### src/hdl/sec_pkg.sv
package sec_pkg;

    localparam int CW = 48;
    localparam int ZW = 20;
    localparam int ITER = 16;
    localparam int ITER_W = $clog2(ITER);
    localparam int DIV_CNT_W = $clog2(CW);

    localparam int HALF_PI_Q16 = 102944;
    localparam int PI_Q16 = 205887;

    localparam logic signed [CW-1:0] COR_ONE = CW'(64'sd1 <<< 30);

    localparam logic [1:0] ST_NONE  = 2'd0;
    localparam logic [1:0] ST_FRONT = 2'd1;
    localparam logic [1:0] ST_REAR  = 2'd2;
    localparam logic [1:0] ST_OFF   = 2'd3;

    localparam logic [2:0] REG_FRONT_STIFF = 3'd0;
    localparam logic [2:0] REG_REAR_STIFF  = 3'd1;
    localparam logic [2:0] REG_FRONT_SHORE = 3'd2;
    localparam logic [2:0] REG_REAR_SHORE  = 3'd3;
    localparam logic [2:0] REG_FRONT_SAFE  = 3'd4;
    localparam logic [2:0] REG_REAR_SAFE   = 3'd5;
    localparam logic [2:0] REG_FRONT_GAIN  = 3'd6;
    localparam logic [2:0] REG_REAR_GAIN   = 3'd7;

    typedef struct packed {
        logic start;
        logic vectoring;
    } cor_cmd_t;

    typedef struct packed {
        logic busy;
        logic done;
    } unit_stat_t;

    function automatic logic signed [ZW-1:0] atan_entry(input logic [ITER_W-1:0] i);
        logic signed [ZW-1:0] v;
        case (i)
            4'd0:    v = 20'sd51472;
            4'd1:    v = 20'sd30385;
            4'd2:    v = 20'sd16055;
            4'd3:    v = 20'sd8150;
            4'd4:    v = 20'sd4091;
            4'd5:    v = 20'sd2047;
            4'd6:    v = 20'sd1024;
            4'd7:    v = 20'sd512;
            4'd8:    v = 20'sd256;
            4'd9:    v = 20'sd128;
            4'd10:   v = 20'sd64;
            4'd11:   v = 20'sd32;
            4'd12:   v = 20'sd16;
            4'd13:   v = 20'sd8;
            4'd14:   v = 20'sd4;
            4'd15:   v = 20'sd2;
            default: v = 20'sd0;
        endcase
        return v;
    endfunction

endpackage

### src/hdl/sec_cordic.sv
module sec_cordic
(
    input  logic                             clk,
    input  logic                             rst_n,
    input  sec_pkg::cor_cmd_t                cmd,
    input  logic signed [sec_pkg::CW-1:0]    x_in,
    input  logic signed [sec_pkg::CW-1:0]    y_in,
    input  logic signed [sec_pkg::ZW-1:0]    z_in,
    output sec_pkg::unit_stat_t              stat,
    output logic signed [sec_pkg::CW-1:0]    x_out,
    output logic signed [sec_pkg::CW-1:0]    y_out,
    output logic signed [sec_pkg::ZW-1:0]    z_out
);

    logic signed [sec_pkg::CW-1:0]     x_reg;
    logic signed [sec_pkg::CW-1:0]     y_reg;
    logic signed [sec_pkg::ZW-1:0]     z_reg;
    logic [sec_pkg::ITER_W-1:0]        iter_reg;
    logic                              vec_reg;
    logic                              busy_reg;
    logic                              done_reg;
    logic signed [sec_pkg::CW-1:0]     dx;
    logic signed [sec_pkg::CW-1:0]     dy;
    logic signed [sec_pkg::ZW-1:0]     ang;
    logic                              pos;
    logic                              up;

    always_comb
    begin
        dx  = y_reg >>> iter_reg;
        dy  = x_reg >>> iter_reg;
        ang = sec_pkg::atan_entry(iter_reg);
        pos = vec_reg ? (y_reg > 0) : (z_reg >= 0);
        up  = vec_reg ? pos : !pos;
    end

    always_ff @(posedge clk or negedge rst_n)
    begin
        if (!rst_n)
        begin
            busy_reg <= 1'b0;
            done_reg <= 1'b0;
            iter_reg <= '0;
            vec_reg  <= 1'b0;
        end
        else
        begin
            done_reg <= 1'b0;
            if (cmd.start)
            begin
                busy_reg <= 1'b1;
                iter_reg <= '0;
                vec_reg  <= cmd.vectoring;
            end
            else if (busy_reg)
            begin
                if (iter_reg == sec_pkg::ITER_W'(sec_pkg::ITER - 1))
                begin
                    busy_reg <= 1'b0;
                    done_reg <= 1'b1;
                end
                else
                begin
                    iter_reg <= iter_reg + 1'b1;
                end
            end
        end
    end

    always_ff @(posedge clk)
    begin
        if (cmd.start)
        begin
            x_reg <= x_in;
            y_reg <= y_in;
            z_reg <= z_in;
        end
        else if (busy_reg)
        begin
            if (up)
            begin
                x_reg <= x_reg + dx;
                y_reg <= y_reg - dy;
                z_reg <= z_reg + ang;
            end
            else
            begin
                x_reg <= x_reg - dx;
                y_reg <= y_reg + dy;
                z_reg <= z_reg - ang;
            end
        end
    end

    assign stat.busy = busy_reg;
    assign stat.done = done_reg;
    assign x_out = x_reg;
    assign y_out = y_reg;
    assign z_out = z_reg;

endmodule

### config.mk
export PLATFORM = sky130hd
export DESIGN_NAME = sec_cordic
export DESIGN_NICKNAME = d
export VERILOG_FILES = /design/src/hdl/sec_pkg.sv /design/src/hdl/sec_cordic.sv
export SDC_FILE = /design/constraint.sdc
export NUM_CORES = 1
export LEC_CHECK = 0
export BUFFER_PORTS_ARGS = -buffer_cell sky130_fd_sc_hd__buf_4
export CAP_MARGIN = 20
export CELL_PAD_IN_SITES_DETAIL_PLACEMENT = 1
export CELL_PAD_IN_SITES_GLOBAL_PLACEMENT = 1
export CORE_ASPECT_RATIO = 1.2
export CORE_MARGIN = 3
export CORE_UTILIZATION = 46
export CTS_CLUSTER_DIAMETER = 120
export CTS_CLUSTER_SIZE = 24
export DETAILED_ROUTE_END_ITERATION = 7
export PLACE_DENSITY_LB_ADDON = 0.3
export SLEW_MARGIN = 20
export SYNTH_ARGS = -nofsm -noshare
export SYNTH_HDL_FRONTEND = slang
export SYNTH_SLANG_ARGS = --single-unit
### constraint.sdc
create_clock -name clk -period 9.64 [get_ports clk]
set_input_delay 0.482 -clock clk [delete_from_list [all_inputs] [get_ports clk]]
set_output_delay 0.482 -clock clk [all_outputs]
set_load 0.1 [all_outputs]
=== Word-level counts from Yosys, hierarchy flattened ===
Memory sizes are Yosys's and may differ from the RTL's.
Index checks and enable logic that the tools add are counted.

* Shift-type cells: 2
* Order comparisons: 2
* Reduce and logical (&&, ||, !) cells: 3
* Add/subtract/negate cells: 7
* Equal/unequal tests: 2
* Mux-type cells: 20

{| class="wikitable"
|+ Operator list
! cell !! number
|-
| $mux W48 || 6
|-
| $add A48 B48 Y48 || 2
|-
| $sshr A48 B4 Y48 || 2
|-
| $sub A48 B48 Y48 || 2
|-
| $mux W20 || 3
|-
| $gt A48 B1 Y1 const B || 1
|-
| $add A20 B20 Y20 || 1
|-
| $ge A20 B1 Y1 const B || 1
|-
| $sub A20 B20 Y20 || 1
|-
| $mux W4 || 3
|-
| $mux W1 || 8
|-
| $add A4 B1 Y4 const B || 1
|-
| $eq A4 B4 Y1 const B || 1
|-
| $ne A2 B2 Y1 const B || 1
|-
| $reduce_and A2 Y1 || 1
|-
| $reduce_bool A2 Y1 || 1
|-
| $logic_not A1 Y1 || 1
|}

* Memory bits (read-only): 256
* Memories: 1
* Register bits: 123
* Logic and storage cells: 44
* Bits of input ports: 120
* Output and inout bits: 118

{| class="wikitable"
|+ Memory list
! memory !! depth !! bits a word !! rd ports !! clocked after Yosys merged registers in !! wr ports !! RTL line !! text
|-
| (name not given) || 16 || 16 || 1 || 0 || 0 || sec_pkg.sv:40 || <nowiki>case (i)</nowiki>
|}

=== Longest topological paths before layout ===
Gate-level depths: netlist (run 1).

* Depth after elaboration: 7
* Mapped depth: 31
* Depth with buffers taken out: 23

=== Worst setup path before layout (run 1) ===
OpenSTA, ideal clock, no wires.

* Path type: register to register
* From: register iter_reg[2] (netlist name)
* To: register x_reg (netlist bit x_out[47]), data pin
* Clock period less this slack: 7.009 ns
* Arrival: 6.829 ns
* Setup slack: 2.631 ns
* Data required time: 9.460 ns
* Library setup time: 0.180 ns
* Buffers on the path: 11
* Stages on the path, launching flop included: 29
* Path through: dfrtp_1 -> clkbuf_8 -> buf_6 -> buf_2 -> buf_2 -> buf_2 -> buf_1 -> clkbuf_1 -> buf_1 -> clkbuf_1 -> buf_1 -> clkbuf_1 -> o21a_1 -> ha_1 -> o211a_1 -> and3_1 -> nand3_1 -> o31ai_1 -> xor2_1 -> ha_1 -> nand2_1 -> nor3_1 -> nand3_1 -> a2111oi_0 -> o21ai_1 -> o41a_1 -> o21a_1 -> and2_1 -> a221oi_1

* Longest elaborated chain between the ends: 5
* Elaborated cells on any way between the ends: 6
* Those cells by class: add/sub (2); shift (1); mux (3)

{| class="wikitable"
|+ Ends and longest elaborated chain
! item !! RTL line !! text
|-
| start, declared || sec_cordic.sv:18 || <nowiki>logic [sec_pkg::ITER_W-1:0] iter_reg;</nowiki>
|-
| start signal, assigned || sec_cordic.sv:64 || <nowiki>iter_reg <= iter_reg + 1'b1;</nowiki>
|-
| $sshr A48 B4 Y48 (*) || sec_cordic.sv:30 || <nowiki>dx = y_reg >>> iter_reg;</nowiki>
|-
| $sub A48 B48 Y48 / $add A48 B48 Y48 (equally long branches) || sec_cordic.sv:88, sec_cordic.sv:82 ||
|-
| $mux W48 (*) || sec_cordic.sv:80 || <nowiki>if (up)</nowiki>
|-
| $mux W48 (*) || sec_cordic.sv:78 || <nowiki>else if (busy_reg)</nowiki>
|-
| $mux W48 (*) || sec_cordic.sv:72 || <nowiki>if (cmd.start)</nowiki>
|-
| end signal, assigned || sec_cordic.sv:74 || <nowiki>x_reg <= x_in;</nowiki>
|-
| end signal, assigned || sec_cordic.sv:82 || <nowiki>x_reg <= x_reg + dx;</nowiki>
|-
| end signal, assigned || sec_cordic.sv:88 || <nowiki>x_reg <= x_reg - dx;</nowiki>
|-
| end, declared || sec_cordic.sv:15 || <nowiki>logic signed [sec_pkg::CW-1:0] x_reg;</nowiki>
|}

Mark *: on every way between the ends. The rest lies on a longest branch, timed or not. The select of a mux whose other input is x is not followed.
A chain may end at the register's enable or synchronous reset.

=== Worst setup path in the final report (run 1) ===
* From: register iter_reg[2] (netlist name)
* To: register y_reg (netlist bit y_out[45]), data pin

* Longest elaborated chain between the ends: 5
* Elaborated cells on any way between the ends: 6
* Those cells by class: add/sub (2); shift (1); mux (3)

{| class="wikitable"
|+ Ends and longest elaborated chain
! item !! RTL line !! text
|-
| $sshr A48 B4 Y48 (*) || sec_cordic.sv:31 || <nowiki>dy = x_reg >>> iter_reg;</nowiki>
|-
| $add A48 B48 Y48 / $sub A48 B48 Y48 (equally long branches) || sec_cordic.sv:89, sec_cordic.sv:83 ||
|-
| $mux W48 (*) || sec_cordic.sv:80 ||
|-
| $mux W48 (*) || sec_cordic.sv:78 ||
|-
| $mux W48 (*) || sec_cordic.sv:72 ||
|-
| end signal, assigned || sec_cordic.sv:75 || <nowiki>y_reg <= y_in;</nowiki>
|-
| end signal, assigned || sec_cordic.sv:83 || <nowiki>y_reg <= y_reg - dy;</nowiki>
|-
| end signal, assigned || sec_cordic.sv:89 || <nowiki>y_reg <= y_reg + dy;</nowiki>
|-
| end, declared || sec_cordic.sv:16 || <nowiki>logic signed [sec_pkg::CW-1:0] y_reg;</nowiki>
|}

Marked as above.

==> metrics.cfg, run 1 <==
[worst_setup_path]
critical_path_peak_fanout=48
r2r_slack_ns=2.21
setup.worst_path.start_class=register
crit-reg2reg-launch=iter_reg[2]
cp-end-kind=register
cp_data_arrival_time_ns=7.63
timing.critical_path.slowest_stage_cell=dfrtp_4
required_ns=9.84
timing.rr.end=y_out[45]
criticalPathCategory=reg -> reg
timing.critical_path.slowest_cell_delay_ns=0.78
crit_path_cell_trace=clkinv_1 -> buf_4 -> a21oi_1 -> a22oi_4 -> or3b_1 -> or4b_1 -> nor2b_1 -> a21oi_1 -> xnor2_1 -> ha_1 -> nand4_1 -> nor2_1 -> a221oi_1 -> a21boi_0 -> nor3_1 -> o211ai_1 -> a31oi_1 -> o31ai_1 -> xnor2_1 -> o21ai_0
worst_r2r_path_depth=20

[floorplanning]
initial_core_util=0.471
fp.dieArea_sq_mm=0.0458
fp-row-count=82
core-area_sq_mm=0.0423
num_io_pins=238
die_width_um=196
die_ht_um=234

[hold_path]
timing.hold.worst.class=in -> reg
worst_hold_startpoint=cmd[0]
hold_depth=3
worst_hold_path.endpoint=vec_reg

[synthesis]
syn_inst=2375
synth_cell_type_count=101
mappedNetlistNets=2639
number_of_register_bits_inferred_by_synthesis=123
post_synthesis_cell_type_with_the_largest_combined_area=edfxtp_1
leading_cell_types_by_count_after_synthesis=345 x nand2_1, 217 x o21ai_0, 197 x a21oi_1
synthesis.area_sq_mm=0.0199
postSynthAreaPerCell_sq_um=8.38
ys_dominant_reg_cell=edfxtp_1
synth_sequential_area_ratio=0.184
synth_top_area_cells=edfxtp_1 18%, mux4_2 12%, ha_1 8.9%
postSynth.asyncResetShare=0.0569
synth_largest_type_area_fraction=0.175
count_of_flip_flops_with_a_built_in_enable_after_synthesis=116
yosysWarnings=0
post-synth-top-count-cell=nand2_1

[route]
drt_drc_violations_left=0
drt-total-wl_um=75500
postRouteAntennaNets=0
viasPerCell=6.57
dr.first_iter.drc_count=1446
routed-via-count=20200
wl_per_cell_um=24.6
drt-pass1-iter-count=5

[clock_tree]
tritoncts_num_sinks=123
cts_buffers=17
clock_tree.root_cell=clkbuf_16
ctsResizeCount=0
cts_max_level=4
clock_insertion_delay_worst_skew_ns=0.48
clock_tree.buffer_depth=2
clk_pin_slew_ns=0.07
tritoncts=yes
setup_fix_bufs_post_cts=0

[grt]
grt_start_max_net_pins=118
grt_usage=0.323
grt_antenna_before_repair=0
global_route_wire_length_before_repair_um=118000
first_global_vias=21100
grt.overflow.total=0

[finish]
utilization=0.531
diodes=0
area_growth_pct=12.8
drive_above_1_share=0.188
final_net_count=2780
finish.cell_count_without_fillers=3074

[run_status]
status=finished clean

[sta]
rsz0062_at_grt=no
final_max_slew_viol_count=0
max_slew.worst_pin.slew_ns=1.04
final_hold_viol_count=0
tightest_slew_margin_relative_to_the_limit=0.299
setup_tns_ns=0
final_report_setup_violation_count=0
fin_hold_ws_ns=0.263
finalCriticalPeriod_ns=7.43
worst_clock_skew_on_the_final_layout_ns=0.0174
maxClockFrequency_mhz=135
crit_share_post_route=0.771

[placement]
port_buffers=237
globalplace.congestion=0.912
post-place-cells=3042
dpl.hpwl_um=57800

[job]
drv.max_cap_violation_count=0

==> what timing repair did <==
action,4_1_cts,5_1_grt
endpoints found under the setup margin,0,0
endpoints found under the hold margin,7,0
hold buffers,1,0
==> layer usage <==
| layer | vias to the layer above | share of wire | track usage |
|---|---|---|---|
| met5 | - | 0 | 0 |
| met4 | 0 | 0.062 | 0.184 |
| met3 | 219 | 0.051 | 0.0434 |
| met2 | 733 | 0.49 | 0.567 |
| met1 | 10000 | 0.40 | 0.379 |
| li1 | 9227 | - | - |
==> area by class of cell <==
| type | count | area [sq um] |
|---|---|---|
| clock inverters | 12 | 125 |
| clock buffers | 19 | 433 |
| multi-input cells | 2063 | 15400 |
| flip-flops and latches | 123 | 3670 |
| fillers | 5082 | 19800 |
| inverters | 55 | 206 |
| repair buffers | 256 | 1950 |
| well taps | 546 | 683 |
==> worst max-delay path: cells and delay by family, from the launching register on <==
family | cells | cell delay (ns)
DFF | 1 | 0.78
and+or+nand+nor | 6 | 2.32
buffers and inverters | 2 | 1.26
AOI/OAI and AO/OA | 9 | 2.01
adders and majority gates | 1 | 0.31
xor gates and xnor gates | 2 | 0.46
==> cells by family after synthesis <==
family,after synthesis,synth area share
adders and majority gates,144,0.0917
and+or+nand+nor,757,0.178
xor gates and xnor gates,195,0.0858
DFF,123,0.184
buffers and inverters,189,0.0446
muxes,222,0.181
AOI/OAI and AO/OA,745,0.235
==> through the flow <==
stage                     area, sq um  setup WS (ns)
after floorplan                 19900           2.63
after global placement          21900           2.61
after detailed placement        21900           2.38
after CTS                       22500           2.33
after global routing            22500           1.76
final                           22500           2.21
==> worst max path at each step <==
stage,start,to,slack (ns)
final,iter_reg[2],y_out[45],2.21
after global routing,iter_reg[3],x_out[47],1.76
after CTS,iter_reg[3],x_out[47],2.33
after detailed placement,iter_reg[1],y_out[45],2.38
after global placement,iter_reg[2],y_out[45],2.61
after floorplan,iter_reg[2],x_out[47],2.63
==> placed cells by master (no fill, tap or decap), types with 53 or more instances in the layout <==
cell      count
edfxtp_1    116
a21oi_1     197
nor2_1      139
ha_1        141
inv_1        53
nand2_1     345
buf_4       252
xnor2_1     110
o21ai_0     217
a21o_1       67
mux2i_1      68
xor2_1       85
mux4_2      103
Power of run 1 is left out: the tool's default activity adds up to more than one toggle a clock period on the data nets, which glitch-free logic cannot reach.
==> run 2: changes to the inputs <==
--- a/config.mk
+++ b/config.mk
@@ -11,7 +11,7 @@
 export CELL_PAD_IN_SITES_GLOBAL_PLACEMENT = 1
 export CORE_ASPECT_RATIO = 1.2
 export CORE_MARGIN = 3
-export CORE_UTILIZATION = 46
+export CORE_UTILIZATION = 42
 export CTS_CLUSTER_DIAMETER = 120
 export CTS_CLUSTER_SIZE = 24
 export DETAILED_ROUTE_END_ITERATION = 7
==> constraint.sdc (replaced) <==
create_clock -name clk -period 6.2 [get_ports clk]
set_input_delay 0.31 -clock clk [delete_from_list [all_inputs] [get_ports clk]]
set_output_delay 0.31 -clock clk [all_outputs]
set_load 0.1 [all_outputs]
==> run 2 against run 1 <==
Against the previous run: register-to-register slack worse by 2.0 ns; final cell count grew 9.5%; via count up 4.8%; wire length is 13% higher; clock-buffer cell count decreased by 1; critical path type unchanged.
==> metrics.cfg, run 2 (synthesis gave the netlist of run 1 again) <==
[worst_setup_path]
critical_path_peak_fanout=6
cp_data_arrival_time_ns=6.36
setup.worst_path.start_class=register
critPathMostFrequentCell=nor2_1
timing.critical_path.slowest_cell_delay_ns=0.58
cp-end-kind=register
crit_path_cell_trace=mux2_1 -> mux4_2 -> a222oi_1 -> or3b_1 -> or4b_4 -> nor2b_2 -> buf_4 -> nand2_1 -> nor4bb_2 -> nor2_1 -> xor2_1 -> ha_1 -> a21o_1 -> a21oi_1 -> nor2_1 -> nor2_1 -> o21ai_0 -> a21o_1 -> a21o_2 -> or4_1 -> o211ai_2
timing.critical_path.slowest_stage_cell=or4b_4
required_ns=6.55
criticalPathCategory=reg -> reg

[clock_tree]
clk_pin_slew_ns=0.06
clock_tree.root_cell=clkbuf_16
cts_max_level=4
clock_tree.buffer_depth=2
tritoncts=yes
tritoncts_num_sinks=123
clock_insertion_delay_worst_skew_ns=0.50
cts_buffers=17

[sta]
final.setup.worst_slack_ns=0.187
final_max_slew_viol_count=0
final_hold_viol_count=0
crit_share_post_route=0.970
rsz0062_at_grt=yes
maxClockFrequency_mhz=166
max_slew.worst_pin.slew_ns=0.981
final_report_setup_violation_count=0
worst_clock_skew_on_the_final_layout_ns=0.0151
finalCriticalPeriod_ns=6.01
tightest_slew_margin_relative_to_the_limit=0.346

[grt]
first_global_vias=22200
grt_usage=0.336
global_route_wire_length_before_repair_um=130000
grt_antenna_before_repair=1
grt_start_max_net_pins=91
grt.overflow.total=0

[finish]
utilization=0.532
drive_above_1_share=0.268
final_net_count=3001
layout_common_cells=456 x buf_4, 344 x nand2_1, 211 x o21ai_0
finish.cell_count_without_fillers=3366
area_growth_pct=23.9
mostFrequentLayoutCell=buf_4
diodes=0
fin_area_sq_mm=0.0247

[floorplanning]
core-area_sq_mm=0.0464
fp-row-count=86
initial_core_util=0.429
fp.dieArea_sq_mm=0.0500
num_io_pins=238
die_width_um=205
die_ht_um=244

[run_status]
status=finished clean

[route]
routed-via-count=21200
dr.first_iter.drc_count=1536
drt-total-wl_um=85700
viasPerCell=6.29
drt_drc_violations_left=0
postRouteAntennaNets=0
drt-pass1-iter-count=5
wl_per_cell_um=25.5

[placement]
placed_cell_area_sq_mm=0.0236
place_worst_setup_slack_ns=-0.0899
post-place-cells=3317
port_buffers=237
dpl.hpwl_um=68000
globalplace.congestion=0.946

[hold_path]
timing.hold.worst.class=in -> reg

[job]
drv.max_cap_violation_count=0

[run 2: path summary, 6_finish.rpt]
check,from,endpoint,slack [ns],cells past startpoint
max,iter_reg[3],y_out[47],0.19,21
min,cmd[0],vec_reg,0.04,3
max reg2reg,iter_reg[3],y_out[47],0.19,21
min reg2reg,vec_reg,vec_reg,0.69,2
max in group asynchronous,rst_n,iter_reg[1],5.81,2
min in group asynchronous,rst_n,iter_reg[0],0.18,2
[run 2: worst max-delay path, delay by kind of cell, from the launching register on]
| kind | cells | cell delay [ns] |
|---|---|---|
| flops | 1 | 0.53 |
| compound gates | 7 | 1.26 |
| buf+inv | 1 | 0.17 |
| fa+ha+maj | 1 | 0.31 |
| simple gates | 9 | 2.47 |
| xor+xnor | 1 | 0.27 |
| mux | 2 | 0.85 |
[run 2: layer usage]
layer,vias to the layer above,share of wire,GRT usage
met2,730,0.51,0.597
met5,-,0.00015,0
met3,227,0.051,0.0511
met4,2,0.061,0.186
li1,9677,-,-
met1,10500,0.38,0.383
[run 2: timing repair]
action,in CTS,in global routing
endpoints found under the setup margin,8,44
gates resized for setup,4,56
cloned,0,2
hold buffers,1,0
endpoints found under the hold margin,7,0
setup buffers,0,14
pin swaps,0,10
[run 2: stage by stage]
step	hold WS, ns	TNS, ns
after detailed placement	0.165	-0.273
after floorplan	0.0144	-0.0452
after global placement	0.164	0
after CTS	0.000396	0
after global routing	0.0332	-0.131
final	0.0351	0
[run 2: cell type report]
class | instances | area (sq um)
Sequential cell | 123 | 3670
Inverter | 55 | 210
Clock inverter | 14 | 201
Tap cell | 616 | 771
Fill cell | 5595 | 21700
Multi-Input combinational cell | 2063 | 15600
Timing Repair Buffer | 477 | 3800
Clock buffer | 18 | 429
Power of run 2 is left out for the same reason.
==> run 3: changes to the inputs <==
--- a/config.mk
+++ b/config.mk
@@ -7,15 +7,14 @@
 export LEC_CHECK = 0
 export BUFFER_PORTS_ARGS = -buffer_cell sky130_fd_sc_hd__buf_4
 export CAP_MARGIN = 20
-export CELL_PAD_IN_SITES_DETAIL_PLACEMENT = 1
-export CELL_PAD_IN_SITES_GLOBAL_PLACEMENT = 1
 export CORE_ASPECT_RATIO = 1.2
 export CORE_MARGIN = 3
-export CORE_UTILIZATION = 42
+export CORE_UTILIZATION = 55
 export CTS_CLUSTER_DIAMETER = 120
 export CTS_CLUSTER_SIZE = 24
 export DETAILED_ROUTE_END_ITERATION = 7
 export PLACE_DENSITY_LB_ADDON = 0.3
+export REMOVE_ABC_BUFFERS = 1
 export SLEW_MARGIN = 20
 export SYNTH_ARGS = -nofsm -noshare
 export SYNTH_HDL_FRONTEND = slang
==> run 3 against run 2 <==
Against the previous run: final cell count shrank 4.7%; setup slack worse by 0.042 ns; via count increased by 0.98%; first-iteration DRC count is 52% higher; critical path depth is 1 lower; core utilization grew 16 points; global-route usage grew 3.2 points; clock skew is 0.0012 ns lower; die area decreased by 23%; cell area down 1.0%; non-clock buffer count fell by 4; sequential share of layout area grew 0.16 points; highest routed layer is now met4.
==> metrics.cfg, run 3 (synthesis gave the netlist of run 1 again) <==
[sta]
final.setup.worst_slack_ns=0.146
crit_share_post_route=0.976
tightest_slew_margin_relative_to_the_limit=0.366
finalCriticalPeriod_ns=6.05
final_hold_viol_count=0
worst_clock_skew_on_the_final_layout_ns=0.0138
final_max_slew_viol_count=0
final_report_setup_violation_count=0
rsz0062_at_grt=yes
maxClockFrequency_mhz=165
max_slew.worst_pin.slew_ns=0.951

[route]
routed-via-count=21400
viasPerCell=6.66
met3_wirelength_um=5740
dr.first_iter.drc_count=2335
wl_per_cell_um=23.2
dr.max_layer_used=met4
routed_length_on_met2_um=36100
drt_drc_violations_left=0
postRouteAntennaNets=0
drt-total-wl_um=74300
wl_met1_um=27600
drt-pass1-iter-count=8

[grt]
first_global_vias=20700
global_route_wire_length_before_repair_um=114000
grt_usage=0.368
grt_start_max_net_pins=115
grt.overflow.total=0
grt_antenna_before_repair=0

[placement]
post-place-cells=3170
placed_cell_area_sq_mm=0.0234
dpl.hpwl_um=55800
globalplace.congestion=0.975
place_worst_setup_slack_ns=-0.139
port_buffers=237

[hold_path]
timing.hold.worst.class=in -> reg

[worst_setup_path]
required_ns=6.52
setup.worst_path.start_class=register
cp_data_arrival_time_ns=6.38
critical_path_peak_fanout=7
criticalPathCategory=reg -> reg
cp-end-kind=register

[finish]
mostFrequentLayoutCell=buf_4
final_net_count=2997
area_growth_pct=22.6
diodes=0
drive_above_1_share=0.268
layout_common_cells=455 x buf_4, 343 x nand2_1, 211 x o21ai_0
finish.cell_count_without_fillers=3207
fin_area_sq_mm=0.0244

[floorplanning]
die_width_um=180
fp-row-count=75
num_io_pins=238
core-area_sq_mm=0.0353
fp.dieArea_sq_mm=0.0385
initial_core_util=0.564
die_ht_um=214

[clock_tree]
clock_insertion_delay_worst_skew_ns=0.47
clock_tree.root_cell=clkbuf_16
clock_tree.buffer_depth=2
tritoncts_num_sinks=123
cts_buffers=17
clk_pin_slew_ns=0.07
tritoncts=yes
cts_max_level=4

[run_status]
status=finished clean

[job]
drv.max_cap_violation_count=0

[run 3: worst paths after layout]
check	from	end	slack, ns	depth (start not counted)
setup / recovery	iter_reg[3]	y_out[47]	0.15	20
hold / removal	x_in[42]	x_out[42]	0.11	3
min in group asynchronous	rst_n	iter_reg[0]	0.22	2
max in group asynchronous	rst_n	iter_reg[2]	5.79	2
hold reg to reg	busy_reg	done_reg	0.67	1
setup reg to reg	iter_reg[3]	y_out[47]	0.15	20
[run 3: cell type report]
cell class                 instances  area (sq um)
clock buffer                      18           429
clock inverter                    13           105
fill                            2943         10900
inverter                          55           210
multi-input combinational       2063         15600
sequential                       123          3670
tap                              462           578
timing repair buffer             473          3780
[run 3: routing by layer]
metal  track usage  up-vias
li1              -     9684
met1         0.442    10200
met2         0.619     1205
met3        0.0601      284
met4         0.221        0
met5             0        -
[run 3: what timing repair did]
item,CTS,global route
hold buffers,1,0
resized for setup,4,70
setup endpoints to repair,12,38
setup buffers,0,1
pin swaps,0,10
cloned,1,3
hold endpoints to repair,7,0
[run 3: critical path, stage by stage (launching register included)]
cell      delay, ns
dfrtp_4        0.52
mux2_1         0.34
mux4_2         0.49
a222oi_1       0.34
or3b_4         0.44
or4b_4         0.61
nor2b_4        0.18
buf_4          0.16
nand2_1        0.09
buf_4          0.16
nor4bb_2       0.32
buf_4          0.19
a41oi_1        0.12
xor2_1         0.20
ha_1           0.37
a21oi_1        0.25
o21ai_0        0.13
a21o_1         0.20
a21o_2         0.22
or4_1          0.49
o211ai_2       0.09
[run 3: metrics by stage]
stage                     TNS [ns]   util  hold slack (ns)
after global placement           0  0.664            0.158
after CTS                        0  0.681           0.0958
after global routing        -0.125  0.691            0.114
after detailed placement    -0.580  0.664            0.156
after floorplan            -354.01      -           0.0144
final                            0  0.691            0.115
Power of run 3 is left out for the same reason.
