$ cat src/hdl/sec_pkg.sv
package sec_pkg;

    localparam int CW = 48;
    localparam int ZW = 20;
    localparam int ITER = 16;
    localparam int ITER_W = $clog2(ITER);
    localparam int DIV_CNT_W = $clog2(CW);

    localparam int HALF_PI_Q16 = 102944;
    localparam int PI_Q16 = 205887;

    localparam logic signed [CW-1:0] COR_ONE = CW'(64'sd1 <<< 30);

    localparam logic [1:0] ST_NONE  = 2'd0;
    localparam logic [1:0] ST_FRONT = 2'd1;
    localparam logic [1:0] ST_REAR  = 2'd2;
    localparam logic [1:0] ST_OFF   = 2'd3;

    localparam logic [2:0] REG_FRONT_STIFF = 3'd0;
    localparam logic [2:0] REG_REAR_STIFF  = 3'd1;
    localparam logic [2:0] REG_FRONT_SHORE = 3'd2;
    localparam logic [2:0] REG_REAR_SHORE  = 3'd3;
    localparam logic [2:0] REG_FRONT_SAFE  = 3'd4;
    localparam logic [2:0] REG_REAR_SAFE   = 3'd5;
    localparam logic [2:0] REG_FRONT_GAIN  = 3'd6;
    localparam logic [2:0] REG_REAR_GAIN   = 3'd7;

    typedef struct packed {
        logic start;
        logic vectoring;
    } cor_cmd_t;

    typedef struct packed {
        logic busy;
        logic done;
    } unit_stat_t;

    function automatic logic signed [ZW-1:0] atan_entry(input logic [ITER_W-1:0] i);
        logic signed [ZW-1:0] v;
        case (i)
            4'd0:    v = 20'sd51472;
            4'd1:    v = 20'sd30385;
            4'd2:    v = 20'sd16055;
            4'd3:    v = 20'sd8150;
            4'd4:    v = 20'sd4091;
            4'd5:    v = 20'sd2047;
            4'd6:    v = 20'sd1024;
            4'd7:    v = 20'sd512;
            4'd8:    v = 20'sd256;
            4'd9:    v = 20'sd128;
            4'd10:   v = 20'sd64;
            4'd11:   v = 20'sd32;
            4'd12:   v = 20'sd16;
            4'd13:   v = 20'sd8;
            4'd14:   v = 20'sd4;
            4'd15:   v = 20'sd2;
            default: v = 20'sd0;
        endcase
        return v;
    endfunction

endpackage

$ cat src/hdl/sec_div.sv
module sec_div
(
    input  logic                             clk,
    input  logic                             rst_n,
    input  logic                             start,
    input  logic signed [sec_pkg::CW-1:0]    dividend,
    input  logic signed [sec_pkg::CW-1:0]    divisor,
    output sec_pkg::unit_stat_t              stat,
    output logic signed [sec_pkg::CW-1:0]    quotient
);

    logic [sec_pkg::CW-1:0]            q_reg;
    logic [sec_pkg::CW-1:0]            rem_reg;
    logic [sec_pkg::CW-1:0]            den_reg;
    logic                              neg_reg;
    logic [sec_pkg::DIV_CNT_W-1:0]     cnt_reg;
    logic                              busy_reg;
    logic                              done_reg;
    logic [sec_pkg::CW:0]              rem_shift;
    logic                              fits;

    always_comb
    begin
        rem_shift = {rem_reg, q_reg[sec_pkg::CW-1]};
        fits      = rem_shift >= {1'b0, den_reg};
    end

    always_ff @(posedge clk or negedge rst_n)
    begin
        if (!rst_n)
        begin
            busy_reg <= 1'b0;
            done_reg <= 1'b0;
            cnt_reg  <= '0;
        end
        else
        begin
            done_reg <= 1'b0;
            if (start)
            begin
                busy_reg <= 1'b1;
                cnt_reg  <= '0;
            end
            else if (busy_reg)
            begin
                if (cnt_reg == sec_pkg::DIV_CNT_W'(sec_pkg::CW - 1))
                begin
                    busy_reg <= 1'b0;
                    done_reg <= 1'b1;
                end
                else
                begin
                    cnt_reg <= cnt_reg + 1'b1;
                end
            end
        end
    end

    always_ff @(posedge clk)
    begin
        if (start)
        begin
            q_reg   <= dividend[sec_pkg::CW-1] ? 48'(-dividend) : 48'(dividend);
            den_reg <= divisor[sec_pkg::CW-1] ? 48'(-divisor) : 48'(divisor);
            rem_reg <= '0;
            neg_reg <= dividend[sec_pkg::CW-1] ^ divisor[sec_pkg::CW-1];
        end
        else if (busy_reg)
        begin
            if (fits)
            begin
                rem_reg <= sec_pkg::CW'(rem_shift - {1'b0, den_reg});
                q_reg   <= {q_reg[sec_pkg::CW-2:0], 1'b1};
            end
            else
            begin
                rem_reg <= sec_pkg::CW'(rem_shift);
                q_reg   <= {q_reg[sec_pkg::CW-2:0], 1'b0};
            end
        end
    end

    assign quotient  = neg_reg ? -$signed(q_reg) : $signed(q_reg);
    assign stat.busy = busy_reg;
    assign stat.done = done_reg;

endmodule

$ cat config.mk
export PLATFORM = sky130hd
export DESIGN_NAME = sec_div
export DESIGN_NICKNAME = d
export VERILOG_FILES = /design/src/hdl/sec_pkg.sv /design/src/hdl/sec_div.sv
export SDC_FILE = /design/constraint.sdc
export NUM_CORES = 1
export LEC_CHECK = 0
export BUFFER_PORTS_ARGS = -buffer_cell sky130_fd_sc_hd__buf_4
export CORE_MARGIN = 2
export CORE_UTILIZATION = 36
export CTS_BUF_LIST = sky130_fd_sc_hd__clkbuf_8
export CTS_CLUSTER_DIAMETER = 120
export DETAILED_ROUTE_END_ITERATION = 8
export HOLD_SLACK_MARGIN = 0.15
export PLACE_DENSITY = 0.57
export SKIP_LAST_GASP = 1
export SLEW_MARGIN = 20
export SYNTH_ARGS = -nofsm -noshare
export SYNTH_HDL_FRONTEND = slang
export SYNTH_SLANG_ARGS = --single-unit
$ cat constraint.sdc
create_clock -name clk -period 3.1 [get_ports clk]
set_clock_uncertainty 0.2 [all_clocks]
set_input_delay 0 -clock clk [delete_from_list [all_inputs] [get_ports clk]]
set_output_delay 0 -clock clk [all_outputs]
set_load 0.01 [all_outputs]
### Word-level counts from Yosys, hierarchy flattened

Index checks and enable logic that the tools add are counted.

* add/subtract/negate cells: 5
* mux-type cells: 16
* reductions and logical operators: 2
* bitwise gates (word level): 1
* magnitude comparators: 1
* eq/ne operators: 2

Operators by type and width (number)
* $mux 48: 5
* $neg 48->48: 3
* $ge 49x48->1: 1
* $sub 48x48->48: 1
* $mux 47: 1
* $mux 6: 3
* $mux 1: 7
* $add 6x1->6 const B: 1
* $eq 6x6->1 const B: 1
* $ne 2x2->1 const B: 1
* $reduce_and 2->1: 1
* $reduce_bool 2->1: 1
* $xor 1x1->1: 1

* output and inout port bits: 50
* flip-flop bits (word level): 153
* word-level logic and storage cells: 35

### Depth between registers and ports, before layout

Gate-level depths: netlist of the first run.

* depth in word-level cells: 4
* gate-level depth with buffers: 13
* depth with buffers taken out: 12

### Least setup slack after synthesis of the first run

Ideal clock, no wire load.

* path type: reg2reg
* start: reg den_reg[12] (netlist bit)
* end: reg rem_reg[47] (netlist bit)
* data arrival time: 3.028 ns
* path slack: -0.202 ns
* required time: 2.826 ns
* period minus slack after synthesis: 3.302 ns
* path buffers: 1
* library setup time: 0.074 ns
* cell stages (with the launch flop): 13
* cells stage by stage: edfxtp_1 > inv_1 > ha_1 > clkbuf_1 > a211oi_1 > nor2_1 > o2111ai_1 > or4b_1 > a311oi_1 > o31ai_1 > a22oi_1 > mux2_2 > o21ai_0

* cells in the longest elaborated chain, start to end: 2
* elaborated cells on any way between the ends: 3
* classes of those cells: add/sub: 1; order compare: 1; mux: 1

RTL lines
* start: declaration: RTL line sec_div.sv:14 `logic [sec_pkg::CW-1:0] den_reg;`
* start signal: assignment: RTL line sec_div.sv:64 `den_reg <= divisor[sec_pkg::CW-1] ? 48'(-divisor) : 48'(divisor);`
* $sub 48x48->48 or $ge 49x48->1 (tied branches): RTL line sec_div.sv:72, sec_div.sv:25
* $mux 48 *: RTL line sec_div.sv:70 `if (fits)`
* end signal: assignment: RTL line sec_div.sv:72 `rem_reg <= sec_pkg::CW'(rem_shift - {1'b0, den_reg});`
* end signal: assignment: RTL line sec_div.sv:77 `rem_reg <= sec_pkg::CW'(rem_shift);`
* end: declaration: RTL line sec_div.sv:13 `logic [sec_pkg::CW-1:0] rem_reg;`

Every way passes the cells marked *; elsewhere a longest branch is shown, timed or not.
A chain may end at the register's enable or synchronous reset.

### Worst setup path in the final report of the first run

* start: reg q_reg[13] (netlist bit)
* end: out quotient[47] (netlist bit)

* cells in the longest elaborated chain, start to end: 2

RTL lines
* start: declaration: RTL line sec_div.sv:12 `logic [sec_pkg::CW-1:0] q_reg;`
* start signal: assignment: RTL line sec_div.sv:63 `q_reg <= dividend[sec_pkg::CW-1] ? 48'(-dividend) : 48'(dividend);`
* start signal: assignment: RTL line sec_div.sv:73 `q_reg <= {q_reg[sec_pkg::CW-2:0], 1'b1};`
* start signal: assignment: RTL line sec_div.sv:78 `q_reg <= {q_reg[sec_pkg::CW-2:0], 1'b0};`
* $neg 48->48: RTL line sec_div.sv:83 `assign quotient = neg_reg ? -$signed(q_reg) : $signed(q_reg);`
* $mux 48: RTL line sec_div.sv:83
* end: declaration: RTL line sec_div.sv:9 `output logic signed [sec_pkg::CW-1:0] quotient`

Every way passes these cells.

==> metrics.md, run 1 <==
| Metric | Value |
|---|---|
| Post-synthesis cell area | between 0.01 and 0.015 mm² |
| Die X-Extent | 185 µm |
| Peak per-stage delay on the critical path | 0.59 ns |
| Antenna violations before repair | 1 |
| Multiplexer area fraction after synthesis | 0.0359 |
| Dpl hpwl | 25100 µm |
| Number of synthesized flops with an enable pin | 97 |
| Crit-path cells | or4_4 > nor4_1 > buf_4 > nand2_2 > or4_4 > nand2b_4 > or4_4 > o31ai_4 > xnor2_1 > buf_4 |
| Total congestion overflow after global routing | 0 |
| Post-synthesis xor/xnor area fraction | 0.135 |
| Final critical-path share of the clock period | 1.22 |
| Seq/Total Area, Yosys | 0.344 |
| Combinational family with the most area after synthesis | compound AO/OA/AOI/OAI gates |
| Worst setup timing slack at the placement stage | -0.286 ns |
| DRC viols | 0 |
| Floorplan row count | 66 |
| Residual antenna-violating net count after detailed routing | 0 |
| Setup Crit Path Kind | reg -> out |
| Cells after DPL | 2076 |
| RSZ-0062 raised after global routing | yes |
| Cell repeated most along the worst path | sky130_fd_sc_hd__or4_4 |
| Bufs on Longest Clock Path | 2 |
| Time the worst path needs with I/O delays and setup | 3.79 ns |
| Area used by multi-input combinational logic | 0.00824 mm² |
| Async set-or-reset flop fraction in the synthesized netlist | 0.0523 |
| Internal power | 4.20 mW |
| Overall routed net length | 36800 µm |
| Initial DRC Count | 707 |
| Relative slew margins | 0.411 |
| Total number of H-tree levels | 4 |
| Wire length of the first global-routing pass | 56700 µm |
| Maximum vdd ir drop | 270 µV |
| Area Growth Syn to Fin | 54.4% |
| Clock root buffer | sky130_fd_sc_hd__clkbuf_8 |
| Final Wtd Congestion | 0.869 |
| Maximum fanout along the worst path | 5 |
| Final Hold Vio Count | 0 |
| Fraction of final layout cells sized beyond drive strength 1 | 0.301 |
| Synth unique cells | 66 |
| Transition at the pin with the smallest max-transition slack | between 0.8 and 0.9 ns |
| Number of global-route vias before repair | 11600 |
| Number of inserted filler cells in the final layout | 2800 |
| Starting utilization of the core area | 0.365 |
| Violations in the final reports | negative setup slack |
| Clock Sinks | 153 |
| Highest achievable clock rate | between 200 and 300 MHz |
| Maximum number of pins on one net before global-route repair | 113 |
| Number of vias in the routed layout | roughly 12000 |
| Gate power share | 0.324 |
| Endpoint arrival time on the critical path | around 3.6 ns |
| Mapped Cells | 1372 |
| Slowest cell on crit path | sky130_fd_sc_hd__or4_4 |
| Power share of the clock group | 0.269 |
| CTS tree | built |
| Sequential share of power | 0.408 |
| Count of yosys warnings during synthesis | 0 |
| First-pass detailed-route iteration total | 5 |
| Area of the die | 0.0344 mm² |
| Data required time at the worst endpoint | 2.90 ns |
| Maximum capacitance violations | 0 |
| Psw | 1.89 mW |
| TritonCTS Buffers | 17 |
| Count of pins over their slew limit | 0 |
| Final worst setup slack | -0.690 ns |
| Complex-gate fraction of the synthesized area | 0.207 |
| Reported leakage power | 7.41 nW |
| Number of ports placed on the die boundary | ~150 |
| Fraction of power spent switching nets | 0.311 |
| Die span in y | 185 µm |
| Worst setup SP type | flop |
| Primary flip-flop cell chosen by synthesis mapping | sky130_fd_sc_hd__edfxtp_1 |
| Simple-gate share of the synthesized area | 0.175 |
| Average cell area after synthesis | around 8.6 µm² |
| Area occupied by registers | roughly 0.0041 mm² |
| Flip-flop and latch count after synthesis | 153 |
| All-layer global routing usage | 0.204 |
| Total Nets Final | 2017 |
| Result of the run | finished with violations |
| Power Dens Cells | 333 mW/mm² |
| Classification of the worst-slack hold path | in -> reg |
| Total power of the final layout | 6.09 mW |
| Post-synthesis adder-cell area fraction | 0.0566 |
| Core Footprint | 0.0325 mm² |
| Count of buffers from port buffering | ~150 |
| Vias/cell | 5.17 |
| Worst-skew pair later-pin latency | approximately 0.48 ns |
| Finished Layout Cells | ~2300 |
| Nets in the synthesized netlist | around 1500 |
| Post-CTS clock slew at the launch and capture registers of the worst setup and hold paths | around 0.080 ns |
| Final number of setup-violating endpoints | 24 |
| Crit path capture type | primary output |
| Per-cell routed wire length | 15.9 µm |
-- metal layers --
metal  vias to the layer above  wire, µm  global-route usage
met1                      5632     17000               0.272
met2                       348     17500               0.345
met3                        34      1770              0.0283
met4                         0       528              0.0575
li1                       5989         -                   -
met5                         -         0                   0
-- power groups by stage --
stage          registers [mW]  clock network [mW]  logic [mW]
2_1_floorplan            2.49                   0       0.829
3_3_place_gp             2.50                   0        1.57
3_5_place_dp             2.51                   0        1.58
4_1_cts                  2.47                1.68        1.86
5_1_grt                  2.50                1.75        2.13
6_report                 2.48                1.64        1.97
-- critical path, delay by kind of cell, from the launching register on --
kind	cells	cell delay [ns]
AND/OR/NAND/NOR	6	2.03
flip-flops	1	0.40
buffers and inverters	2	0.32
AO/OA/AOI/OAI	1	0.21
XOR/XNOR	1	0.16
-- layout make-up --
type | count | area share
inverter | 74 | 0.0153
timing repair buffer | 544 | 0.259
clock buffer | 17 | 0.0128
multi-input combinational | 1075 | 0.450
tap | 442 | 0.0302
antenna | 1 | 0.000137
sequential | 153 | 0.223
clock inverter | 15 | 0.00951
-- cells by family (layout without fill, tap and decap cells) --
| group | after synthesis | in the layout |
|---|---|---|
| multiplexers | 42 | 42 |
| flip-flops | 153 | 153 |
| buffers and inverters | 144 | 650 |
| other | 0 | 1 |
| XOR/XNOR | 182 | 182 |
| AO/OA/AOI/OAI | 381 | 381 |
| AND/OR/NAND/NOR | 417 | 417 |
| adder cells (fa/ha/maj) | 53 | 53 |
-- cells in the final DEF, fill, tap and decap left out, types with 7 or more instances in the layout --
cell                            instances
sky130_fd_sc_hd__nor3_2                 8
sky130_fd_sc_hd__or3_1                  9
sky130_fd_sc_hd__nor2b_1                7
sky130_fd_sc_hd__o21ai_1               10
sky130_fd_sc_hd__nand4_1               23
sky130_fd_sc_hd__clkbuf_8              17
sky130_fd_sc_hd__a21oi_1               92
sky130_fd_sc_hd__or4_4                 13
sky130_fd_sc_hd__dlygate4sd3_1        172
sky130_fd_sc_hd__a211oi_1              33
sky130_fd_sc_hd__a21oi_2               14
sky130_fd_sc_hd__dfxtp_1               47
sky130_fd_sc_hd__edfxtp_1              97
sky130_fd_sc_hd__nor4_1                 7
sky130_fd_sc_hd__ha_1                  33
sky130_fd_sc_hd__o21a_1                11
sky130_fd_sc_hd__a31oi_1                8
sky130_fd_sc_hd__buf_6                 23
sky130_fd_sc_hd__dfrtp_1                7
sky130_fd_sc_hd__nand2_1              103
sky130_fd_sc_hd__buf_4                338
sky130_fd_sc_hd__nor3_1                14
sky130_fd_sc_hd__inv_2                  7
sky130_fd_sc_hd__or4_1                 13
sky130_fd_sc_hd__xor2_1                64
sky130_fd_sc_hd__o21ai_0               75
sky130_fd_sc_hd__o31ai_1               30
sky130_fd_sc_hd__ha_4                  15
sky130_fd_sc_hd__nand2_2                7
sky130_fd_sc_hd__a21o_1                15
sky130_fd_sc_hd__xnor2_1              113
sky130_fd_sc_hd__nand3_1               13
sky130_fd_sc_hd__inv_1                 67
sky130_fd_sc_hd__o41ai_1               15
sky130_fd_sc_hd__o31ai_4                9
sky130_fd_sc_hd__mux2i_1               36
sky130_fd_sc_hd__nand2b_1              19
sky130_fd_sc_hd__nor2_1               131
-- through the flow --
stage	area (µm²)	setup TNS [ns]	hold WS, ns	utilization
finish	18300	-9.74	0.181	0.564
global route	18300	-14.70	0.157	0.564
CTS	17400	-13.12	0.152	0.537
detailed placement	14700	-4.50	-0.369	0.454
global placement	14700	-3.00	-0.371	0.454
floorplan	11900	-0.00381	-0.496	-
-- cell usage after synthesis (all sizes together) (9+ instances only) --
cell | number | area share
nor3 | 24 | 0.010
mux2i | 38 | 0.032
a21o | 15 | 0.0095
nand2 | 112 | 0.035
inv | 74 | 0.023
buf | 10 | 0.0045
nor2 | 135 | 0.043
a211oi | 38 | 0.024
or4 | 26 | 0.019
nand3 | 15 | 0.0063
xor2 | 65 | 0.048
nor4 | 15 | 0.0095
o31ai | 42 | 0.029
or3 | 11 | 0.0058
a31oi | 9 | 0.0048
a21oi | 109 | 0.046
nand4 | 23 | 0.012
clkbuf | 60 | 0.019
ha | 52 | 0.055
o21a | 12 | 0.0076
nor2b | 9 | 0.0048
edfxtp | 97 | 0.25
o41ai | 21 | 0.017
xnor2 | 117 | 0.087
dfxtp | 48 | 0.081
nand2b | 25 | 0.015
o21ai | 91 | 0.038
-- worst paths after layout --
check	start	to	slack (ns)	cells past startpoint
max	q_reg[13]	quotient[47]	-0.69	10
min	divisor[10]	den_reg[10]	0.18	3
max reg2reg	den_reg[0]	rem_reg[40]	-0.12	12
min reg2reg	rem_reg[33]	rem_reg[33]	0.31	2
max in group asynchronous	rst_n	busy_reg	2.04	3
min in group asynchronous	rst_n	cnt_reg[4]	0.34	3
-- repair_timing --
item	in CTS	in global routing
endpoints found under the setup margin	60	109
pin swaps	24	85
buffers inserted	11	28
gates cloned	0	5
hold endpoints to repair	152	0
resized for setup	73	140
hold buffers	185	0
(Power assumes the default switching activity.)
==> inputs of run 2 (changes only) <==
--- a/config.mk
+++ b/config.mk
@@ -6,13 +6,14 @@
 export NUM_CORES = 1
 export LEC_CHECK = 0
 export BUFFER_PORTS_ARGS = -buffer_cell sky130_fd_sc_hd__buf_4
+export CAP_MARGIN = 20
 export CORE_MARGIN = 2
-export CORE_UTILIZATION = 36
+export CORE_UTILIZATION = 38
 export CTS_BUF_LIST = sky130_fd_sc_hd__clkbuf_8
 export CTS_CLUSTER_DIAMETER = 120
 export DETAILED_ROUTE_END_ITERATION = 8
 export HOLD_SLACK_MARGIN = 0.15
-export PLACE_DENSITY = 0.57
+export PLACE_DENSITY = 0.59
 export SKIP_LAST_GASP = 1
 export SLEW_MARGIN = 20
 export SYNTH_ARGS = -nofsm -noshare
==> run 2 against run 1 <==
Against the previous run:
- the flow still finishes with violations (negative setup slack)
- worst hold slack got worse by 0.0082 ns
- critical path depth unchanged
- wire length increased by 2.3%
- setup slack lost 0.027 ns
- highest routed layer unchanged
- non-clock buffer count down 19
- maximum frequency is 0.72% lower
- clock-buffer cell count did not move
- sequential share of layout area grew 0.22 points
- clock power is 3% lower
==> metrics.md, run 2 (synthesized netlist as in run 1, its figures left out) <==
| Metric | Value |
|---|---|
| Final Wtd Congestion | between 0.8 and 0.9 |
| CTS tree | built |
| Total number of H-tree levels | 4 |
| Most frequent cells in the layout | sky130_fd_sc_hd__buf_4 (327), sky130_fd_sc_hd__dlygate4sd3_1 (165), sky130_fd_sc_hd__nor2_1 (128) |
| Data required time at the worst endpoint | 2.90 ns |
| Worst-skew pair later-pin latency | 0.47 ns |
| Result of the run | finished with violations |
| Die span in y | around 180 µm |
| Initial DRC Count | just under 800 |
| Maximum vdd ir drop | 259 µV |
| Maximum fanout along the worst path | 3 |
| Endpoint arrival time on the critical path | 3.62 ns |
| Total power of the final layout | slightly above 6 mW |
| Number of global-route vias before repair | 11900 |
| Antenna violations before repair | 0 |
| Clock root buffer | sky130_fd_sc_hd__clkbuf_8 |
| Number of ports placed on the die boundary | 149 |
| Total congestion overflow after global routing | 0 |
| First-pass detailed-route iteration total | 5 |
| Transition at the pin with the smallest max-transition slack | 1.11 ns |
| Count of pins over their slew limit | 0 |
| Setup TNS after final layout | -9.57 ns |
| Flop2flop setup slack | -0.05 ns |
| Leading cell type in the layout, fill and taps excluded | sky130_fd_sc_hd__buf_4 |
| Layout Utilization | 0.591 |
| Cells after DPL | 2014 |
| All-layer global routing usage | 0.220 |
| TritonCTS Buffers | 17 |
| Cells on worst reg2reg path | 12 |
| Worst setup timing slack at the placement stage | -0.187 ns |
| Final critical-path share of the clock period | 1.23 |
| Post-CTS clock slew at the launch and capture registers of the worst setup and hold paths | 0.11 ns |
| Reg-to-reg endpoint | rem_reg[22] |
| Bufs on Longest Clock Path | 2 |
| Floorplan row count | 64 |
| Total Nets Final | 1998 |
| Area Growth Syn to Fin | 52.9% |
| Time the worst path needs with I/O delays and setup | 3.82 ns |
| Maximum number of pins on one net before global-route repair | just over 60 |
| Worst Setup EP | quotient[45] |
| Violations in the final reports | negative setup slack |
| Crit. Startpoint | q_reg[12] |
| Finished Layout Cells | 2255 |
| Classification of the worst-slack hold path | in -> reg |
| Setup Crit Path Kind | reg -> out |
| DRC viols | 0 |
| RSZ-0062 raised after global routing | yes |
| Residual antenna-violating net count after detailed routing | 0 |
| Area of the die | 0.0326 mm² |
| Vias/cell | approximately 5.4 |
| Slowest cell on crit path | sky130_fd_sc_hd__or4_4 |
| Power Dens Cells | roughly 330 mW/mm² |
| Crit path capture type | primary output |
| Fraction of final layout cells sized beyond drive strength 1 | 0.309 |
| Wire length of the first global-routing pass | 59400 µm |
| Worst setup SP type | flop |
| Final worst setup slack | -0.717 ns |
| Design Area, Final | 0.0181 mm² |
| Die X-Extent | 181 µm |
| Number of inserted filler cells in the final layout | 2575 |
| Worst Hold Slack | 0.173 ns |
| Final number of setup-violating endpoints | 39 |
| Count of buffers from port buffering | 148 |
| Clock Sinks | 153 |
| Reported leakage power | between 7 and 8 nW |
| Number of vias in the routed layout | roughly 12000 |
| Crit-path cells | or4_4 > nor4_4 > buf_4 > nand2_2 > or4_4 > nand2b_4 > or4_4 > o31ai_4 > xnor2_1 > buf_4 |
| Relative slew margins | 0.257 |
| Core Footprint | ~0.03 mm² |
| Reg-to-reg critical path startpoint | den_reg[8] |
| Final Hold Vio Count | 0 |
| Diodes inserted | 0 |
| Overall routed net length | between 30000 and 40000 µm |
| Peak per-stage delay on the critical path | 0.58 ns |
| Starting utilization of the core area | 0.386 |
| Maximum capacitance violations | 0 |
| Post-DP Area | 0.0146 mm² |
| Dpl hpwl | 25500 µm |
| Per-cell routed wire length | ~17 µm |
| Cell repeated most along the worst path | sky130_fd_sc_hd__or4_4 |
| Highest achievable clock rate | 262 MHz |
[run 2: cell count changes in the layout (fill, tap and decap cells not counted), moves of 4 or more]
cell	previous run	this run
sky130_fd_sc_hd__buf_4	338	327
sky130_fd_sc_hd__a211oi_1	33	26
sky130_fd_sc_hd__dlygate4sd3_1	172	165
sky130_fd_sc_hd__a211oi_2	4	10
sky130_fd_sc_hd__ha_1	33	38
sky130_fd_sc_hd__mux2i_1	36	31
sky130_fd_sc_hd__a31oi_2	0	4
sky130_fd_sc_hd__ha_4	15	11
sky130_fd_sc_hd__inv_6	3	7
sky130_fd_sc_hd__mux2i_2	0	4
sky130_fd_sc_hd__o21ai_2	6	10
[run 2: how the worst min path moves through the flow]
stage	start	end	slack (ns)	depth (start not counted)
after floorplan	rst_n	busy_reg	-0.50	0
after global placement	rst_n	done_reg	-0.37	1
after detailed placement	rst_n	done_reg	-0.37	1
after CTS	divisor[42]	den_reg[42]	0.16	3
after global routing	divisor[41]	den_reg[41]	0.20	3
final	divisor[42]	den_reg[42]	0.17	3
[run 2: worst max-delay path, delay by kind of cell (launching register included)]
kind	cells	cell delay, ns
flops	1	0.42
buf+inv	2	0.31
compound gates	1	0.24
xor+xnor	1	0.15
simple gates	6	2.04
[run 2: power breakdown]
group,switching (mW),internal [mW]
clock network,0.922,0.668
logic,0.936,1.04
registers,0.144,2.35
[run 2: repair_timing]
| action | in CTS | in global routing |
|---|---|---|
| resized for setup | 79 | 155 |
| pin swaps | 29 | 96 |
| buffers inserted | 36 | 20 |
| cloned | 1 | 3 |
| hold buffers | 175 | 0 |
| endpoints found under the hold margin | 209 | 0 |
| endpoints found under the setup margin | 65 | 104 |
[run 2: final cells by class]
type,count,area (µm²),area share
multi-input combinational,1075,8310,0.459
clock inverter,15,151,0.00836
clock buffer,17,234,0.0129
tap,396,495,0.0274
sequential,153,4080,0.225
timing repair buffer,525,4570,0.252
inverter,74,278,0.0153
[run 2: routing by layer]
metal / vias to the layer above / global-route usage / wire (µm)
met5: - / 0 / 0
met1: 5800 / 0.296 / 17000
li1: 5950 / - / -
met2: 376 / 0.373 / 18100
met4: 0 / 0.0623 / 762
met3: 56 / 0.0267 / 1810
==> inputs of run 3 (changes only) <==
--- a/config.mk
+++ b/config.mk
@@ -10,8 +10,9 @@
 export CORE_MARGIN = 2
 export CORE_UTILIZATION = 38
 export CTS_BUF_LIST = sky130_fd_sc_hd__clkbuf_8
-export CTS_CLUSTER_DIAMETER = 120
+export CTS_CLUSTER_DIAMETER = 40
 export DETAILED_ROUTE_END_ITERATION = 8
+export GPL_TIMING_DRIVEN = 0
 export HOLD_SLACK_MARGIN = 0.15
 export PLACE_DENSITY = 0.59
 export SKIP_LAST_GASP = 1
==> run 3 against run 2 <==
Against the previous run:
- the flow still finishes with violations (negative setup slack)
- largest power group unchanged
- largest cell class unchanged
- maximum frequency up 0.60%
- setup slack improved by 0.023 ns
- global-route usage down 0.12 points
- non-clock buffer count down 115
==> metrics.md, run 3 (synthesized netlist as in run 1, its figures left out) <==
| Metric | Value |
|---|---|
| Result of the run | finished with violations |
| Violations in the final reports | negative setup slack |
| Area Growth Syn to Fin | 44.1% |
| Worst setup SP type | flop |
| Worst-skew pair later-pin latency | 0.49 ns |
| Reported leakage power | around 6.6 nW |
| Bufs on Longest Clock Path | 2 |
| Clock Sinks | ~150 |
| Endpoint arrival time on the critical path | 3.59 ns |
| Post-DP Area | 0.0135 mm² |
| TritonCTS Buffers | 17 |
| RSZ-0062 raised after global routing | yes |
| CTS tree | built |
| Flop2flop setup slack | -0.15 ns |
| Most frequent cells in the layout | sky130_fd_sc_hd__buf_4 (201), sky130_fd_sc_hd__dlygate4sd3_1 (140), sky130_fd_sc_hd__nor2_1 (129) |
| Maximum capacitance violations | 0 |
| Cells after DPL | 1915 |
| Antenna violations before repair | 0 |
| Post-CTS clock slew at the launch and capture registers of the worst setup and hold paths | 0.10 ns |
| Per-cell routed wire length | 17.8 µm |
| Starting utilization of the core area | 0.386 |
| DRC viols | 0 |
| Reg-to-reg critical path startpoint | den_reg[0] |
| Peak per-stage delay on the critical path | ~0.57 ns |
| Worst Hold Slack | 0.164 ns |
| Dpl hpwl | 26500 µm |
| Cell repeated most along the worst path | sky130_fd_sc_hd__or4_4 |
| Slowest cell on crit path | sky130_fd_sc_hd__or4_4 |
| Count of pins over their slew limit | 0 |
| Design Area, Final | 0.0171 mm² |
| Residual antenna-violating net count after detailed routing | 0 |
| Setup Crit Path Kind | reg -> out |
| Die span in y | around 180 µm |
| All-layer global routing usage | 0.219 |
| Fraction of final layout cells sized beyond drive strength 1 | 0.249 |
| Crit-path cells | or4_4 > nor4_4 > and2b_2 > nand2_2 > or4_4 > nand2b_4 > or4_4 > o31ai_4 > xnor2_1 > buf_4 |
| Area of the die | around 0.033 mm² |
| Total congestion overflow after global routing | 0 |
| Maximum fanout along the worst path | 3 |
| Cells on worst reg2reg path | 11 |
| Worst Setup EP | quotient[47] |
| Finished Layout Cells | about 2100 |
| Wire length of the first global-routing pass | between 50000 and 60000 µm |
| Number of vias in the routed layout | roughly 12000 |
| Total number of H-tree levels | 4 |
| Time the worst path needs with I/O delays and setup | 3.79 ns |
| Final Hold Vio Count | 0 |
| Classification of the worst-slack hold path | in -> reg |
| Power Dens Cells | between 300 and 400 mW/mm² |
| Final worst setup slack | -0.694 ns |
| Final number of setup-violating endpoints | 48 |
| Number of ports placed on the die boundary | 149 |
| Data required time at the worst endpoint | 2.90 ns |
| First-pass detailed-route iteration total | 5 |
| Total Nets Final | roughly 1900 |
| Maximum number of pins on one net before global-route repair | 54 |
| Core Footprint | approximately 0.031 mm² |
| Count of buffers from port buffering | 146 |
| Floorplan row count | between 60 and 70 |
| Die X-Extent | 181 µm |
| Clock root buffer | sky130_fd_sc_hd__clkbuf_8 |
| Crit path capture type | primary output |
| Worst hold stages | 6 |
| Maximum vdd ir drop | between 200 and 300 µV |
| Total power of the final layout | between 5 and 6 mW |
| Vias/cell | 5.55 |
| Reg-to-reg endpoint | rem_reg[40] |
| Overall routed net length | about 38000 µm |
| Highest achievable clock rate | 264 MHz |
| Setup TNS after final layout | -10.30 ns |
| Leading cell type in the layout, fill and taps excluded | sky130_fd_sc_hd__buf_4 |
| Transition at the pin with the smallest max-transition slack | around 0.87 ns |
| Initial DRC Count | 837 |
| Final critical-path share of the clock period | 1.22 |
| Number of global-route vias before repair | 11300 |
| Final Wtd Congestion | around 0.86 |
| Relative slew margins | 0.421 |
| Number of inserted filler cells in the final layout | 2728 |
| Crit. Startpoint | q_reg[17] |
| Diodes inserted | 0 |
==> run 3: critical path: cells and delay by family (launching register included) <==
kind	cells	cell delay, ns
and+or+nand+nor	7	2.19
DFF	1	0.41
AOI/OAI and AO/OA	1	0.20
xor gates and xnor gates	1	0.16
buffers and inverters	1	0.15
==> run 3: metrics by stage <==
stage,setup slack [ns],utilization
after floorplan,-0.00381,-
final,-0.694,0.557
after global routing,-0.787,0.557
after detailed placement,-0.950,0.441
after global placement,-0.953,0.441
after CTS,-0.719,0.527
==> run 3: worst min-delay path by stage <==
stage	from	endpoint	slack [ns]
after floorplan	rst_n	busy_reg	-0.50
after global placement	rst_n	done_reg	-0.37
after detailed placement	rst_n	done_reg	-0.38
after CTS	divisor[42]	den_reg[42]	0.15
after global routing	divisor[37]	den_reg[37]	0.17
final	dividend[9]	q_reg[10]	0.16
==> run 3: where the power goes <==
group,switching (mW),total [mW],internal (mW)
Combinational,0.895,1.79,0.897
Clock,0.878,1.51,0.637
Sequential,0.158,2.51,2.35
Total,1.93,5.81,3.88
==> run 3: per-layer routing <==
metal,wire (µm),up-vias,global-route usage
met5,0,-,0
met4,858,0,0.0648
met3,1870,54,0.0277
met2,18300,414,0.377
met1,17100,5696,0.287
li1,-,5704,-
==> run 3: cell type report <==
type | count | area (µm²) | share of cell area
inverter | 74 | 278 | 0.0163
multi-input combinational | 1075 | 8340 | 0.488
tap | 396 | 495 | 0.0290
buffer | 50 | 288 | 0.0169
timing repair buffer | 360 | 3240 | 0.190
clock buffer | 17 | 234 | 0.0137
sequential | 153 | 4080 | 0.239
clock inverter | 15 | 128 | 0.00747
==> run 3: repair_timing <==
item,4_1_cts,5_1_grt
buffers inserted,40,31
resized for setup,112,148
hold buffers,149,2
hold endpoints to repair,153,2
endpoints found under the setup margin,72,120
pin swaps,36,89
gates cloned,0,5
